<file path="src/fpba_pkg.sv">
// Shared constants, codes and control structs for the fit-policy block allocator.
// Depends on nothing; every other file of the block imports this package.
`default_nettype none

package fpba_pkg;

  // Table geometry.
  localparam int NUM_BLOCKS = 16;
  localparam int SIZE_BITS  = 16;
  localparam int IDX_W      = $clog2(NUM_BLOCKS);
  localparam int CNT_W      = $clog2(NUM_BLOCKS + 1);

  // Fixed field widths of the words on the channels and the config port.
  localparam int BLK_FIELD_W  = 4;
  localparam int SIZE_FIELD_W = 16;
  localparam int MODE_W       = 2;
  localparam int BIU_W        = 5;
  localparam int APB_ADDR_W   = 3;
  localparam int APB_DATA_W   = 32;

  // Item commands.
  localparam logic CMD_LOAD  = 1'b0;
  localparam logic CMD_ALLOC = 1'b1;

  // Fit policies. The unused code behaves as first fit.
  localparam logic [MODE_W-1:0] MODE_FIRST = 2'd0;
  localparam logic [MODE_W-1:0] MODE_BEST  = 2'd1;
  localparam logic [MODE_W-1:0] MODE_WORST = 2'd2;

  // Register indexes (byte address bit 2).
  localparam logic REG_FIT_MODE      = 1'b0;
  localparam logic REG_BLOCKS_IN_USE = 1'b1;

  // Reset values of the registers.
  localparam logic [MODE_W-1:0] FIT_MODE_RST      = MODE_FIRST;
  localparam logic [BIU_W-1:0]  BLOCKS_IN_USE_RST = 5'd16;

  // Commands from the controller to the datapath.
  typedef struct packed {
    logic start;   // latch the accepted word and restart the scan
    logic step;    // examine one block
    logic finish;  // update the table and load the result register
  } fpba_cmd_t;

  // Status from the datapath to the controller.
  typedef struct packed {
    logic is_load;
    logic scan_done;
  } fpba_stat_t;

endpackage

`default_nettype wire

</file>
<file path="src/fpba_if.sv">
// Valid/ready channel interfaces for the allocator's input and result words.
// Depends on fpba_pkg for the field widths.
`default_nettype none

interface fpba_in_if;
  import fpba_pkg::*;
  logic                    valid;
  logic                    ready;
  logic                    cmd;
  logic [BLK_FIELD_W-1:0]  block_index;
  logic [SIZE_FIELD_W-1:0] size_value;

  modport source (output valid, cmd, block_index, size_value, input ready);
  modport sink   (input valid, cmd, block_index, size_value, output ready);
endinterface

interface fpba_out_if;
  import fpba_pkg::*;
  logic                    valid;
  logic                    ready;
  logic                    granted;
  logic [BLK_FIELD_W-1:0]  chosen_block;
  logic [SIZE_FIELD_W-1:0] capacity_left;

  modport source (output valid, granted, chosen_block, capacity_left, input ready);
  modport sink   (input valid, granted, chosen_block, capacity_left, output ready);
endinterface

`default_nettype wire

</file>
<file path="src/fpba_regs.sv">
// APB-style configuration registers: fit policy and number of scanned blocks.
// Depends on fpba_pkg for widths, register indexes and reset values.
`default_nettype none

module fpba_regs
  import fpba_pkg::*;
(
  input  wire logic                  clk,
  input  wire logic                  rst_n,
  input  wire logic                  psel,
  input  wire logic                  penable,
  input  wire logic                  pwrite,
  input  wire logic [APB_ADDR_W-1:0] paddr,
  input  wire logic [APB_DATA_W-1:0] pwdata,
  output logic      [APB_DATA_W-1:0] prdata,
  output logic                       pready,
  output logic      [MODE_W-1:0]     fit_mode,
  output logic      [BIU_W-1:0]      blocks_in_use
);

  logic              wr_en;
  logic [MODE_W-1:0] fit_mode_r;
  logic [BIU_W-1:0]  blocks_in_use_r;

  assign pready = 1'b1;
  assign wr_en  = psel && penable && pwrite && pready;

  // Register writes in the access phase.
  always_ff @(posedge clk) begin
    if (!rst_n) begin
      fit_mode_r      <= FIT_MODE_RST;
      blocks_in_use_r <= BLOCKS_IN_USE_RST;
    end else if (wr_en) begin
      unique case (paddr[2])
        REG_FIT_MODE:      fit_mode_r      <= pwdata[MODE_W-1:0];
        REG_BLOCKS_IN_USE: blocks_in_use_r <= pwdata[BIU_W-1:0];
        default:           ;
      endcase
    end
  end

  // Read-back mux.
  always_comb begin
    unique case (paddr[2])
      REG_FIT_MODE:      prdata = {{(APB_DATA_W-MODE_W){1'b0}}, fit_mode_r};
      REG_BLOCKS_IN_USE: prdata = {{(APB_DATA_W-BIU_W){1'b0}}, blocks_in_use_r};
      default:           prdata = '0;
    endcase
  end

  assign fit_mode      = fit_mode_r;
  assign blocks_in_use = blocks_in_use_r;

endmodule

`default_nettype wire

</file>
<file path="src/fpba_ctrl.sv">
// Controller: sequences accept, block-by-block scan and result hand-off.
// Depends on fpba_pkg for the command and status structs.
`default_nettype none

module fpba_ctrl
  import fpba_pkg::*;
(
  input  wire logic       clk,
  input  wire logic       rst_n,
  input  wire logic       in_valid,
  output logic            in_ready,
  output logic            out_valid,
  input  wire logic       out_ready,
  input  wire fpba_stat_t stat,
  output fpba_cmd_t       cmd
);

  localparam logic ST_IDLE = 1'b0;
  localparam logic ST_BUSY = 1'b1;

  logic state_r, state_nxt;
  logic out_valid_r, out_valid_nxt;
  logic slot_free;
  logic work_done;

  // The result register may be reloaded when empty or being drained.
  assign slot_free = !out_valid_r || out_ready;
  assign work_done = stat.is_load || stat.scan_done;

  always_comb begin
    state_nxt  = state_r;
    cmd        = '0;
    in_ready   = 1'b0;
    unique case (state_r)
      ST_IDLE: begin
        in_ready = 1'b1;
        if (in_valid) begin
          cmd.start = 1'b1;
          state_nxt = ST_BUSY;
        end
      end
      ST_BUSY: begin
        if (!work_done) begin
          cmd.step = 1'b1;
        end else if (slot_free) begin
          cmd.finish = 1'b1;
          state_nxt  = ST_IDLE;
        end
      end
      default: state_nxt = ST_IDLE;
    endcase
  end

  // Result valid flag of the output register.
  always_comb begin
    out_valid_nxt = out_valid_r;
    if (cmd.finish) begin
      out_valid_nxt = 1'b1;
    end else if (out_ready) begin
      out_valid_nxt = 1'b0;
    end
  end

  always_ff @(posedge clk) begin
    if (!rst_n) begin
      state_r     <= ST_IDLE;
      out_valid_r <= 1'b0;
    end else begin
      state_r     <= state_nxt;
      out_valid_r <= out_valid_nxt;
    end
  end

  assign out_valid = out_valid_r;

  // A result never overwrites one that has not been taken.
  a_finish_slot: assert property (@(posedge clk) disable iff (!rst_n)
    cmd.finish |-> (!out_valid_r || out_ready))
    else $error("result register overwritten");

  // Every accepted word is followed by busy work.
  a_start_busy: assert property (@(posedge clk) disable iff (!rst_n)
    cmd.start |=> (state_r == ST_BUSY))
    else $error("accepted word without busy state");

  // Finishing always presents a result in the next cycle.
  a_finish_valid: assert property (@(posedge clk) disable iff (!rst_n)
    cmd.finish |=> out_valid_r)
    else $error("finish did not produce a result");

endmodule

`default_nettype wire

</file>
<file path="src/fpba_dp.sv">
// Datapath: capacity table, scan counter, fit comparison and result register.
// Depends on fpba_pkg for widths, codes and the command and status structs.
`default_nettype none

module fpba_dp
  import fpba_pkg::*;
(
  input  wire logic                    clk,
  input  wire logic                    rst_n,
  input  wire fpba_cmd_t               cmd,
  output fpba_stat_t                   stat,
  input  wire logic [MODE_W-1:0]       fit_mode,
  input  wire logic [BIU_W-1:0]        blocks_in_use,
  input  wire logic                    in_cmd,
  input  wire logic [BLK_FIELD_W-1:0]  in_block_index,
  input  wire logic [SIZE_FIELD_W-1:0] in_size_value,
  output logic                         out_granted,
  output logic      [BLK_FIELD_W-1:0]  out_chosen_block,
  output logic      [SIZE_FIELD_W-1:0] out_capacity_left
);

  logic [SIZE_BITS-1:0] mem_r [NUM_BLOCKS];

  logic                 cmd_r;
  logic [IDX_W-1:0]     idx_r;
  logic [SIZE_BITS-1:0] size_r;
  logic [CNT_W-1:0]     cnt_r;
  logic                 found_r;
  logic [IDX_W-1:0]     pick_r;
  logic [SIZE_BITS-1:0] best_r;

  logic                 granted_r;
  logic [IDX_W-1:0]     chosen_r;
  logic [SIZE_BITS-1:0] cap_left_r;

  logic [CNT_W-1:0]     limit;
  logic [SIZE_BITS-1:0] cap;
  logic                 fits;
  logic                 take;
  logic [SIZE_BITS-1:0] cap_after;

  // Scan bound: counts beyond the table size scan the whole table.
  assign limit = ({{(CNT_W > BIU_W ? CNT_W - BIU_W : 0){1'b0}}, blocks_in_use}
                  > CNT_W'(NUM_BLOCKS)) ? CNT_W'(NUM_BLOCKS)
                                        : CNT_W'(blocks_in_use);

  assign stat.is_load   = (cmd_r == CMD_LOAD);
  assign stat.scan_done = (cnt_r >= limit);

  // One table read per cycle at the scan position.
  assign cap  = mem_r[cnt_r[IDX_W-1:0]];
  assign fits = (cap >= size_r);

  // Fit policy: first fit keeps the first candidate, best and worst replace
  // only on a strictly better capacity so ties stay at the lowest index.
  always_comb begin
    take = 1'b0;
    if (fits) begin
      if (!found_r) begin
        take = 1'b1;
      end else begin
        case (fit_mode)
          MODE_BEST:  take = (cap < best_r);
          MODE_WORST: take = (cap > best_r);
          default:    take = 1'b0;
        endcase
      end
    end
  end

  assign cap_after = best_r - size_r;

  // Item latch and scan state.
  always_ff @(posedge clk) begin
    if (cmd.start) begin
      cmd_r   <= in_cmd;
      idx_r   <= in_block_index[IDX_W-1:0];
      size_r  <= in_size_value[SIZE_BITS-1:0];
      cnt_r   <= '0;
      found_r <= 1'b0;
    end else if (cmd.step) begin
      cnt_r <= cnt_r + 1'b1;
      if (take) begin
        found_r <= 1'b1;
        pick_r  <= cnt_r[IDX_W-1:0];
        best_r  <= cap;
      end
    end
  end

  // Capacity table, cleared at reset and written at most once per item.
  always_ff @(posedge clk) begin
    if (!rst_n) begin
      for (int i = 0; i < NUM_BLOCKS; i++) begin
        mem_r[i] <= '0;
      end
    end else if (cmd.finish) begin
      if (cmd_r == CMD_LOAD) begin
        mem_r[idx_r] <= size_r;
      end else if (found_r) begin
        mem_r[pick_r] <= cap_after;
      end
    end
  end

  // Result register.
  always_ff @(posedge clk) begin
    if (cmd.finish) begin
      if (cmd_r == CMD_LOAD) begin
        granted_r  <= 1'b1;
        chosen_r   <= idx_r;
        cap_left_r <= size_r;
      end else if (found_r) begin
        granted_r  <= 1'b1;
        chosen_r   <= pick_r;
        cap_left_r <= cap_after;
      end else begin
        granted_r  <= 1'b0;
        chosen_r   <= '0;
        cap_left_r <= '0;
      end
    end
  end

  assign out_granted       = granted_r;
  assign out_chosen_block  = BLK_FIELD_W'(chosen_r);
  assign out_capacity_left = SIZE_FIELD_W'(cap_left_r);

endmodule

`default_nettype wire

</file>
<file path="src/fit_policy_block_allocator_top.sv">
// Fit-policy block allocator: keeps the remaining capacity of 16 blocks (all
// zero after reset) and serves load and allocate words under first, best or
// worst fit. A load word is finished without a scan; an allocate word scans
// min(blocks_in_use, 16) table entries, reading one entry per cycle through
// a single comparator, before its result is registered. The block takes one
// word at a time, but accepts the next word while the previous result still
// waits in the output register. Configuration is to be written over the APB
// port only while the block is idle; the block itself does not enforce this.
// Depends on fpba_pkg, fpba_if, fpba_regs, fpba_ctrl and fpba_dp.
`default_nettype none

module fit_policy_block_allocator_top
  import fpba_pkg::*;
(
  input  wire logic                  clk,
  input  wire logic                  rst_n,
  fpba_in_if.sink                    in_ch,
  fpba_out_if.source                 out_ch,
  input  wire logic                  cfg_psel,
  input  wire logic                  cfg_penable,
  input  wire logic                  cfg_pwrite,
  input  wire logic [APB_ADDR_W-1:0] cfg_paddr,
  input  wire logic [APB_DATA_W-1:0] cfg_pwdata,
  output logic      [APB_DATA_W-1:0] cfg_prdata,
  output logic                       cfg_pready
);

  logic [MODE_W-1:0] fit_mode;
  logic [BIU_W-1:0]  blocks_in_use;
  fpba_cmd_t         cmd;
  fpba_stat_t        stat;
  logic              in_ready;
  logic              out_valid;

  fpba_regs u_regs (
    .clk           (clk),
    .rst_n         (rst_n),
    .psel          (cfg_psel),
    .penable       (cfg_penable),
    .pwrite        (cfg_pwrite),
    .paddr         (cfg_paddr),
    .pwdata        (cfg_pwdata),
    .prdata        (cfg_prdata),
    .pready        (cfg_pready),
    .fit_mode      (fit_mode),
    .blocks_in_use (blocks_in_use)
  );

  fpba_ctrl u_ctrl (
    .clk       (clk),
    .rst_n     (rst_n),
    .in_valid  (in_ch.valid),
    .in_ready  (in_ready),
    .out_valid (out_valid),
    .out_ready (out_ch.ready),
    .stat      (stat),
    .cmd       (cmd)
  );

  fpba_dp u_dp (
    .clk               (clk),
    .rst_n             (rst_n),
    .cmd               (cmd),
    .stat              (stat),
    .fit_mode          (fit_mode),
    .blocks_in_use     (blocks_in_use),
    .in_cmd            (in_ch.cmd),
    .in_block_index    (in_ch.block_index),
    .in_size_value     (in_ch.size_value),
    .out_granted       (out_ch.granted),
    .out_chosen_block  (out_ch.chosen_block),
    .out_capacity_left (out_ch.capacity_left)
  );

  assign in_ch.ready  = in_ready;
  assign out_ch.valid = out_valid;

endmodule

`default_nettype wire
</file>
<file path="src/flat_wrapper.sv">
// flat-port wrapper written by rule: the top's interface ports become plain ports
module fit_policy_block_allocator_top_flat import fpba_pkg::*;
  (clk, rst_n, cfg_psel, cfg_penable, cfg_pwrite, cfg_paddr, cfg_pwdata, cfg_prdata, cfg_pready, in_ch_valid, in_ch_cmd, in_ch_block_index, in_ch_size_value, in_ch_ready, out_ch_valid, out_ch_granted, out_ch_chosen_block, out_ch_capacity_left, out_ch_ready);
  fpba_in_if in_ch_i ();
  fpba_out_if out_ch_i ();
  input  wire logic clk;
  input  wire logic rst_n;
  input  wire logic cfg_psel;
  input  wire logic cfg_penable;
  input  wire logic cfg_pwrite;
  input  wire logic [APB_ADDR_W-1:0] cfg_paddr;
  input  wire logic [APB_DATA_W-1:0] cfg_pwdata;
  output logic      [APB_DATA_W-1:0] cfg_prdata;
  output logic cfg_pready;
  input wire logic [$bits(in_ch_i.valid)-1:0] in_ch_valid;
  input wire logic [$bits(in_ch_i.cmd)-1:0] in_ch_cmd;
  input wire logic [$bits(in_ch_i.block_index)-1:0] in_ch_block_index;
  input wire logic [$bits(in_ch_i.size_value)-1:0] in_ch_size_value;
  output wire logic [$bits(in_ch_i.ready)-1:0] in_ch_ready;
  output wire logic [$bits(out_ch_i.valid)-1:0] out_ch_valid;
  output wire logic [$bits(out_ch_i.granted)-1:0] out_ch_granted;
  output wire logic [$bits(out_ch_i.chosen_block)-1:0] out_ch_chosen_block;
  output wire logic [$bits(out_ch_i.capacity_left)-1:0] out_ch_capacity_left;
  input wire logic [$bits(out_ch_i.ready)-1:0] out_ch_ready;
  assign in_ch_i.valid = in_ch_valid;
  assign in_ch_i.cmd = in_ch_cmd;
  assign in_ch_i.block_index = in_ch_block_index;
  assign in_ch_i.size_value = in_ch_size_value;
  assign in_ch_ready = in_ch_i.ready;
  assign out_ch_valid = out_ch_i.valid;
  assign out_ch_granted = out_ch_i.granted;
  assign out_ch_chosen_block = out_ch_i.chosen_block;
  assign out_ch_capacity_left = out_ch_i.capacity_left;
  assign out_ch_i.ready = out_ch_ready;
  fit_policy_block_allocator_top u_core (.clk(clk), .rst_n(rst_n), .in_ch(in_ch_i), .out_ch(out_ch_i), .cfg_psel(cfg_psel), .cfg_penable(cfg_penable), .cfg_pwrite(cfg_pwrite), .cfg_paddr(cfg_paddr), .cfg_pwdata(cfg_pwdata), .cfg_prdata(cfg_prdata), .cfg_pready(cfg_pready));
endmodule
</file>
<file path="config.mk">
export PLATFORM = sky130hd
export DESIGN_NAME = fit_policy_block_allocator_top_flat
export DESIGN_NICKNAME = d
export VERILOG_FILES = /design/src/fpba_pkg.sv /design/src/fpba_if.sv /design/src/fpba_regs.sv /design/src/fpba_ctrl.sv /design/src/fpba_dp.sv /design/src/fit_policy_block_allocator_top.sv /design/src/flat_wrapper.sv
export SDC_FILE = /design/constraint.sdc
export NUM_CORES = 1
export LEC_CHECK = 0
export BUFFER_PORTS_ARGS = -buffer_cell sky130_fd_sc_hd__buf_4
export CAP_MARGIN = 20
export CORE_ASPECT_RATIO = 1.4
export CORE_MARGIN = 2
export CORE_UTILIZATION = 55
export CTS_BUF_LIST = sky130_fd_sc_hd__clkbuf_8
export CTS_CLUSTER_SIZE = 28
export DETAILED_ROUTE_END_ITERATION = 8
export PLACE_DENSITY_LB_ADDON = 0.2
export SETUP_SLACK_MARGIN = 0.1
export SYNTH_ARGS = -nofsm -noshare
export SYNTH_HDL_FRONTEND = slang
export SYNTH_HIERARCHICAL = 1
export SYNTH_SLANG_ARGS = --single-unit
</file>
<file path="constraint.sdc">
create_clock -name clk -period 5.6 [get_ports clk]
set_input_delay 0.56 -clock clk [delete_from_list [all_inputs] [get_ports clk]]
set_output_delay 0.56 -clock clk [all_outputs]
set_load 0.05 [all_outputs]
</file>
; ---- Word-level counts from Yosys, hierarchy flattened
; Memory sizes are Yosys's and may differ from the RTL's. A register that Yosys moved wholly into a read port is not among the register bits.
; Index checks and enable logic that the tools add are counted.
[word_totals]
out_inout_bits = 56
ramBits = 256
regBits = 77
memories = 1
[memory_table]
columns = name, depth, word_bits, rd, rd_ports_with_merged_regs, write_ports, line_no
row1 = u_core.u_dp.mem_r, 16, 16, 1, 1, 16, fpba_dp.sv:22  ; logic [SIZE_BITS-1:0] mem_r [NUM_BLOCKS];
[op_classes]
n_reduce_logical = 12
n_lt_le_gt_ge = 5
eq_ne = 2
add_sub_neg = 2
n_mux = 39
n_bitwise = 4
[ops]
columns = cell, count
row1 = $mux 16, 4
row2 = $pmux 32 s2, 1
row3 = $reduce_or 16->1, 2
row4 = $mux 1, 24
row5 = $mux 4, 6
row6 = $ge 16x16->1, 1
row7 = $gt 16x16->1, 1
row8 = $lt 16x16->1, 1
row9 = $sub 16x16->16, 1
row10 = $reduce_and 2->1, 3
row11 = $add 5x1->5 const B, 1
row12 = $ge 5x5->1, 1
row13 = $gt 5x5->1 const B, 1
row14 = $mux 5, 1
row15 = $not 1->1, 4
row16 = $pmux 1 s2, 2
row17 = $reduce_and 3->1, 1
row18 = $eq 2x1->1 const B, 1
row19 = $eq 2x2->1 const B, 1
row20 = $logic_and 1x1->1, 2
row21 = $logic_or 1x1->1, 2
row22 = $mux 2, 1
row23 = $reduce_bool 2->1, 1
row24 = $logic_not 1->1, 1

; ---- Depth between registers and ports, before layout
; Gate-level depths: netlist (run 1).
[depth]
ltp_word = 12
depth_mapped = 20
ltp_nobuf = 16

; ---- Modules after synthesis
; Netlist (run 1), hierarchy kept.
[by_module_without_submodules]
columns = mod, cells_per_inst, n_inst, area_per_inst_um2
row1 = fpba_dp, 1110, 1, 15559.9
row2 = fpba_regs, 65, 1, 556.8
row3 = fpba_ctrl, 13, 1, 107.6

; ---- Worst setup path before layout (run 1)
; OpenSTA, ideal clock, no wires.
[synth_path]
path_kind = flip-flop to flip-flop
startpoint = reg (tool-made name)
endpoint = reg u_core.u_dp.best_r[0] (enable)
required_ns = 5.172
arrival_ns = 4.664
synth_period_minus_slack_ns = 5.092
stages_incl_launch_ff = 13
path_buffers = 2
setup_ns = 0.428
slack_ns = 0.508
path_cell_list = dfxtp_1 > clkbuf_1 > buf_2 > mux4_2 > mux4_2 > ha_1 > nor2b_1 > o21ai_0 > nand2b_1 > a211oi_1 > o21ai_0 > mux2i_1 > a211oi_1
[synth_lines]
columns = item, line_no
row1 = end signal: assignment, fpba_dp.sv:86  ; best_r <= cap;
row2 = end: declaration, fpba_dp.sv:30  ; logic [SIZE_BITS-1:0] best_r;

==> results of run 1 <==
## synth_stat cells (6+ instances only)
| cell | number | area share |
|---|---|---|
| sky130_fd_sc_hd__o22ai_1 | 13 | 0.0050 |
| sky130_fd_sc_hd__mux2i_1 | 11 | 0.0068 |
| sky130_fd_sc_hd__nor3_1 | 11 | 0.0034 |
| sky130_fd_sc_hd__dfxtp_1 | 19 | 0.023 |
| sky130_fd_sc_hd__buf_4 | 30 | 0.014 |
| sky130_fd_sc_hd__o21ai_0 | 27 | 0.0083 |
| sky130_fd_sc_hd__xor2_1 | 8 | 0.0043 |
| sky130_fd_sc_hd__xnor2_1 | 8 | 0.0043 |
| sky130_fd_sc_hd__nand2_2 | 14 | 0.0054 |
| sky130_fd_sc_hd__nor2_1 | 278 | 0.064 |
| sky130_fd_sc_hd__nor2b_1 | 9 | 0.0035 |
| sky130_fd_sc_hd__edfxtp_1 | 318 | 0.59 |
| sky130_fd_sc_hd__a21oi_1 | 25 | 0.0077 |
| sky130_fd_sc_hd__nand2b_1 | 12 | 0.0046 |
| sky130_fd_sc_hd__nand2_1 | 50 | 0.012 |
| sky130_fd_sc_hd__mux2_2 | 7 | 0.0049 |
| sky130_fd_sc_hd__buf_6 | 9 | 0.0062 |
| sky130_fd_sc_hd__mux4_2 | 80 | 0.11 |
| sky130_fd_sc_hd__ha_1 | 55 | 0.042 |
| sky130_fd_sc_hd__buf_2 | 37 | 0.011 |
| sky130_fd_sc_hd__inv_1 | 46 | 0.011 |
| sky130_fd_sc_hd__nand3_1 | 13 | 0.0040 |
| sky130_fd_sc_hd__clkbuf_1 | 21 | 0.0049 |
| sky130_fd_sc_hd__a21o_1 | 6 | 0.0028 |
## report_power, final
group          switching [mW]  total, mW  internal [mW]
registers              0.0534       2.91           2.86
logic                   0.417      0.699          0.282
clock network           0.936       1.94           1.01
## metrics by stage
| step | instances | util | hold WS [ns] | setup slack (ns) | instance area [sq um] |
|---|---|---|---|---|---|
| finish | 1667 | 0.612 | 0.129 | 1.04 | 17800 |
| global route | 1667 | 0.612 | 0.0980 | 0.652 | 17800 |
| CTS | 1666 | 0.612 | 0.0875 | 1.05 | 17800 |
| detailed placement | 1575 | 0.579 | 0.471 | 1.08 | 16800 |
| global placement | 1573 | 0.578 | 0.453 | 1.14 | 16800 |
| floorplan | 1214 | - | 0.440 | 0.508 | 16300 |
## placed cells by master, fill, tap and decap left out, drive strengths merged, types with 9 or more instances in the layout
cell type | Yosys | final
edfxtp | 318 | 318
nor2 | 280 | 280
buf | 79 | 82
mux4 | 80 | 80
nand2 | 64 | 64
inv | 47 | 61
ha | 55 | 55
clkbuf | 21 | 52
conb | 2 | 28
o21ai | 28 | 28
a21oi | 28 | 28
clkinv | 0 | 21
dfxtp | 19 | 19
nand3 | 14 | 14
o22ai | 13 | 13
nand2b | 12 | 12
nor3 | 12 | 12
mux2i | 11 | 11
nor2b | 9 | 9
## flip-flops by register name, indices dropped and copies added (netlist names), 4 cells and up, named ones only
register and cells:
u_core/u_dp/cnt_r 5, u_core/u_dp/best_r 16, u_core/u_dp/out_chosen_block 4, u_core/u_dp/mem_r 256, u_core/u_dp/idx_r 4, u_core/u_dp/pick_r 4, u_core/u_dp/out_capacity_left 16, u_core/u_regs/blocks_in_use 5
u_core/u_dp/size_r 16
## worst max-delay path by stage
stage,from,end,slack (ns),cells past startpoint
floorplan,register,u_core/u_dp/best_r[0]$_DFFE_PP_,0.51,12
global placement,u_core/u_dp/cnt_r[0]$_SDFFE_PP0P_,u_core/u_dp/mem_r[12][8]$_SDFFCE_PN0P_,1.14,16
detailed placement,u_core/u_dp/cnt_r[0]$_SDFFE_PP0P_,u_core/u_dp/mem_r[12][9]$_SDFFCE_PN0P_,1.08,16
CTS,u_core/u_dp/cnt_r[0]$_SDFFE_PP0P_,u_core/u_dp/mem_r[4][5]$_SDFFCE_PN0P_,1.05,16
global route,u_core/u_dp/cnt_r[0]$_SDFFE_PP0P_,u_core/u_dp/mem_r[12][1]$_SDFFCE_PN0P_,0.65,16
finish,u_core/u_dp/cnt_r[0]$_SDFFE_PP0P_,u_core/u_dp/mem_r[12][1]$_SDFFCE_PN0P_,1.04,16
## layout make-up
cell class              instances  share of cell area
flip-flops and latches        337               0.558
multi-input cells             730               0.316
clock buffers                  52              0.0402
repair buffers                 82              0.0353
well taps                     380              0.0267
clock inverters                39              0.0142
inverters                      47             0.00991
## kinds of logic (layout without fill, tap and decap cells)
| family | after synthesis | after routing | share of synthesized area |
|---|---|---|---|
| AO/OA/AOI/OAI | 117 | 117 | 0.0541 |
| AND/OR/NAND/NOR | 415 | 415 | 0.111 |
| XOR/XNOR | 16 | 16 | 0.00864 |
| adder cells (fa/ha/maj) | 56 | 56 | 0.0436 |
| flip-flops | 337 | 337 | 0.612 |
| buffers and inverters | 147 | 220 | 0.0480 |
| multiplexers | 98 | 98 | 0.123 |
| other | 2 | 28 | 0.000463 |
## metal layers
| metal | vias to the layer above | global-route usage |
|---|---|---|
| li1 | 4429 | - |
| met1 | 4690 | 0.253 |
| met2 | 270 | 0.401 |
| met3 | 72 | 0.0341 |
| met4 | 0 | 0.0890 |
| met5 | - | 0 |
==> flow_summary.toml, run 1 <==
[placement]
placement.io_buffers = 61
detailedPlacementHpwl_mm = 24.7
place.gp.congestion = 0.816

[final_layout]
num-nets-final = 1369
multiInputGateArea_sq_um = 5620
regArea_sq_um = 9930
insertedDiodeCount = 0
drive_gt1_frac = 0.218
num-fill-cells = 2211
area.growth.synth_to_final_pct = 9.72

[setup_path]
timing.reg2reg.setup_slack_ns = 1.04
path_max_fanout = 23
crit_arrival_ns = 4.77
reg2reg_to = "u_core/u_dp/mem_r[12][1]$_SDFFCE_PN0P_"
r2r_cells = 16
crit_path_top_delay_cell = "sky130_fd_sc_hd__nand2_1"
reg2reg_from = "u_core/u_dp/cnt_r[0]$_SDFFE_PP0P_"
critical_path_required_ns = 5.81
timing.critical_path.max_delay_family = "simple AND/OR/NAND/NOR gates"
timing.setup.critical_path_class = "reg -> reg"
worst_setup_path_end_kind = "register"
max_stage_delay_ns = 0.74
path_cells = "inv_1 > ha_1 > nand2b_1 > a21o_1 > a21oi_1 > nor2b_1 > o21ai_0 > nand2b_1 > o21a_1 > and2_1 > nand3_2 > buf_4 > mux2i_1 > nor2_1 > nand2_1 > nand2_1"
timing.critical_path.buf_inv = 2
critPathLaunchType = "register"

[cts]
number_of_buffers_added_by_the_clock_tree_synthesis_step = 52
number_of_gates_given_a_new_drive_strength_after_cts = 0
tritoncts = "yes"
ctsLongestPathBuffers = 3
cts.sink_count = 337
cts.root.buffer_cell = "sky130_fd_sc_hd__clkbuf_8"
clkTransAtPathRegs_ns = 0.06
cts-htree-levels = 2
clock_latency_ns = 0.60
holdBufCountCts = 0
post_cts.repair.setup_buffers = 0

[outcome]
status = "complete, no violations"

[timing]
maxSlewHeadroom = 0.208
hold_violations = 0
timing.fmax_ghz = 0.219
tightest_pin_transition_ns = 1.19
fin_skew_ns = 0.0279
tns_ns = 0
setup_viol = 0
maxSlewViolCount = 0
final_period_util = 0.814
post-route-min-period_ns = 4.56
rsz0062_at_grt = "no"

[floorplan]
start_util = 0.558
ios = 119
die_y_um = 207
coreArea_sq_um = 29100
rows = 74
die-width_um = 149
dieArea_sq_um = 30900

[power_and_ir_drop]
power_leakage_nw = 6.63
power_per_cell_area_nw_per_um2 = 312
worst_vdd_rail_ir_drop_uv = 187
totalPowerFinal_mw = 5.55

[drt]
detail_routed_net_length_per_standard_cell_um = 19.9
route.final.wire_length_mm = 33.1
wl_met1_mm = 12.5
detail_route.first_pass.iterations = 5
final_antenna_net_count = 0
via_per_inst = 5.68
vias = 9461
route.met3.wl_mm = 1.48
met2RoutedLength_mm = 18.0
drt-initial-drc-count = 566
post-route-drc-count = 0
highest_layer = "met4"

[global_route]
first_pass_grt_wire_length_mm = 52.1
grt_overflow_total = 0
grt_overall_usage = 0.219
largest_net_degree_at_the_start_of_global_routing = 65
first_global_vias = 9866
antenna_violations_before_repair = 0

[logic_synthesis]
share_of_synthesized_flip_flops_with_an_asynchronous_set_or_reset = 0
synth_edf_count = 318
synth_warnings = 6
synth_cells = 1188
syn-cell-area_sq_um = 16200
synth-main-ff-cell = "sky130_fd_sc_hd__edfxtp_1"
syn_area_per_cell_sq_um = 13.7
netlist-cell-type-count = 73
yosys_reg_bits = 337
yosysSeqAreaShare = 0.612

[worst_hold_path]
holdCritStartpoint = "in_ch_size_value[2]"
hp-class = "in -> reg"
holdPathStages = 1
hold_end = "u_core/u_dp/size_r[2]$_DFFE_PP_"

[flow_run]
cap_viol_max_count = 0
No activity file was read; power rests on OpenSTA's default activity.
==> run 2: changes to the inputs <==
- clock period: 5.6 -> 4.5 ns (I/O delays scaled with it)
==> flow_summary.toml, run 2 (synthesis results as in run 1) <==
[floorplan]
start_util = 0.558
dieArea_sq_um = 30900
coreArea_sq_um = 29100
die_y_um = 207
die-width_um = 149
rows = 74
ios = 119

[drt]
drt-initial-drc-count = 484
post-route-drc-count = 0
detail_route.first_pass.iterations = 5
vias = 9566
detail_routed_net_length_per_standard_cell_um = 19.6
via_per_inst = 5.62
route.final.wire_length_mm = 33.4
final_antenna_net_count = 0

[timing]
tns_ns = 0
final_period_util = 0.909
post-route-min-period_ns = 4.09
maxSlewHeadroom = 0.441
fin_skew_ns = 0.0252
hold_violations = 0
rsz0062_at_grt = "no"
tightest_pin_transition_ns = 0.839
maxSlewViolCount = 0
setup_viol = 0
timing.fmax_ghz = 0.244

[setup_path]
crit_path_top_delay_cell = "sky130_fd_sc_hd__dfxtp_4"
path_max_fanout = 20
critPathLaunchType = "register"
critical_path_required_ns = 4.80
timing.setup.critical_path_class = "reg -> reg"
worst_setup_path_end_kind = "register"
path_cells = "buf_12 > mux4_2 > mux4_2 > ha_1 > a211oi_1 > o21ai_0 > a221oi_1 > o21ai_0 > mux2i_1 > a211oi_4 > buf_12"
timing.critical_path.max_delay_family = "compound AO/OA/AOI/OAI gates"
max_stage_delay_ns = 0.53
timing.critical_path.buf_inv = 2
crit_arrival_ns = 4.39

[final_layout]
insertedDiodeCount = 0
num-fill-cells = 2223
most_frequent_standard_cell_in_the_layout_excluding_fill_and_tap_cells = "sky130_fd_sc_hd__edfxtp_1"
multiInputGateArea_sq_um = 5630
largest_register_ff_count = 256
regArea_sq_um = 9930
final_cell_mix = "sky130_fd_sc_hd__edfxtp_1, sky130_fd_sc_hd__nor2_1, sky130_fd_sc_hd__buf_4, sky130_fd_sc_hd__mux4_2, sky130_fd_sc_hd__inv_1"
drive_gt1_frac = 0.235
post-route-util = 0.623
final_cell_area_sq_um = 18100
area.growth.synth_to_final_pct = 11.7
num-nets-final = 1402
regMostFlops = "u_core/u_dp/mem_r"

[power_and_ir_drop]
worst_vdd_rail_ir_drop_uv = 197
power_per_cell_area_nw_per_um2 = 380
power_leakage_nw = 6.80

[flow_run]
cap_viol_max_count = 0

[global_route]
grt_overall_usage = 0.220
first_pass_grt_wire_length_mm = 52.0
grt_overflow_total = 0
first_global_vias = 9894
antenna_violations_before_repair = 0
largest_net_degree_at_the_start_of_global_routing = 35

[cts]
number_of_buffers_added_by_the_clock_tree_synthesis_step = 49
ctsLongestPathBuffers = 3
tritoncts = "yes"
cts-htree-levels = 2
clkTransAtPathRegs_ns = 0.06
post_cts.repair.setup_buffers = 0
clock_latency_ns = 0.60
cts.sink_count = 337
cts.root.buffer_cell = "sky130_fd_sc_hd__clkbuf_8"

[placement]
detailedPlacementHpwl_mm = 25.0
placement.io_buffers = 61
dpl-instance-area_sq_um = 17200
place.gp.congestion = 0.887

[outcome]
status = "complete, no violations"

[worst_hold_path]
hp-class = "in -> reg"
[run 2: final cells by class]
class,instances,area share
Sequential cell,337,0.548
Multi-Input combinational cell,730,0.311
Timing Repair Buffer,118,0.0533
Clock buffer,54,0.0410
Tap cell,380,0.0262
Clock inverter,36,0.0110
Inverter,47,0.00973
[run 2: per-stage QoR]
step | hold slack [ns] | worst slack (ns) | cells | power (mW)
finish | 0.0253 | 0.409 | 1702 | 6.88
global placement | 0.456 | 0.406 | 1610 | 4.57
detailed placement | 0.469 | 0.410 | 1610 | 4.59
global route | 0.00379 | 0.146 | 1702 | 7.14
CTS | 0.00155 | 0.396 | 1702 | 6.95
floorplan | 0.440 | 0.336 | 1214 | 4.34
[run 2: power breakdown]
part	internal, mW	switching (mW)
clock network	1.22	1.14
registers	3.55	0.0567
logic	0.380	0.535
total	5.15	1.73
[run 2: timing repair]
action                                  CTS  global route
gates resized for setup                   0             1
endpoints found under the setup margin    0            16
hold endpoints to repair                  2             0
hold buffers                              2             0
[run 2: final timing paths]
path                                                    start                                     endpoint  slack [ns]  cells after the start
setup / recovery                                     register             u_core/u_dp/best_r[12]$_DFFE_PP_        0.41                     11
hold / removal                           in_ch_block_index[3]               u_core/u_dp/idx_r[3]$_DFFE_PP_        0.03                      1
setup reg to reg                                     register             u_core/u_dp/best_r[12]$_DFFE_PP_        0.41                     11
hold reg to reg   u_core/u_regs/blocks_in_use[0]$_SDFFE_PN0P_  u_core/u_regs/blocks_in_use[0]$_SDFFE_PN0P_        0.48                      2
[run 2: metal layers]
layer  up-vias  share of wire  global-route usage  wire (um)
met5         -              0                   0          0
met4         0          0.037              0.0903       1240
met3        70          0.045              0.0358       1500
met2       260           0.55               0.413      18400
met1      4741           0.37               0.245      12200
li1       4495              -                   -          -
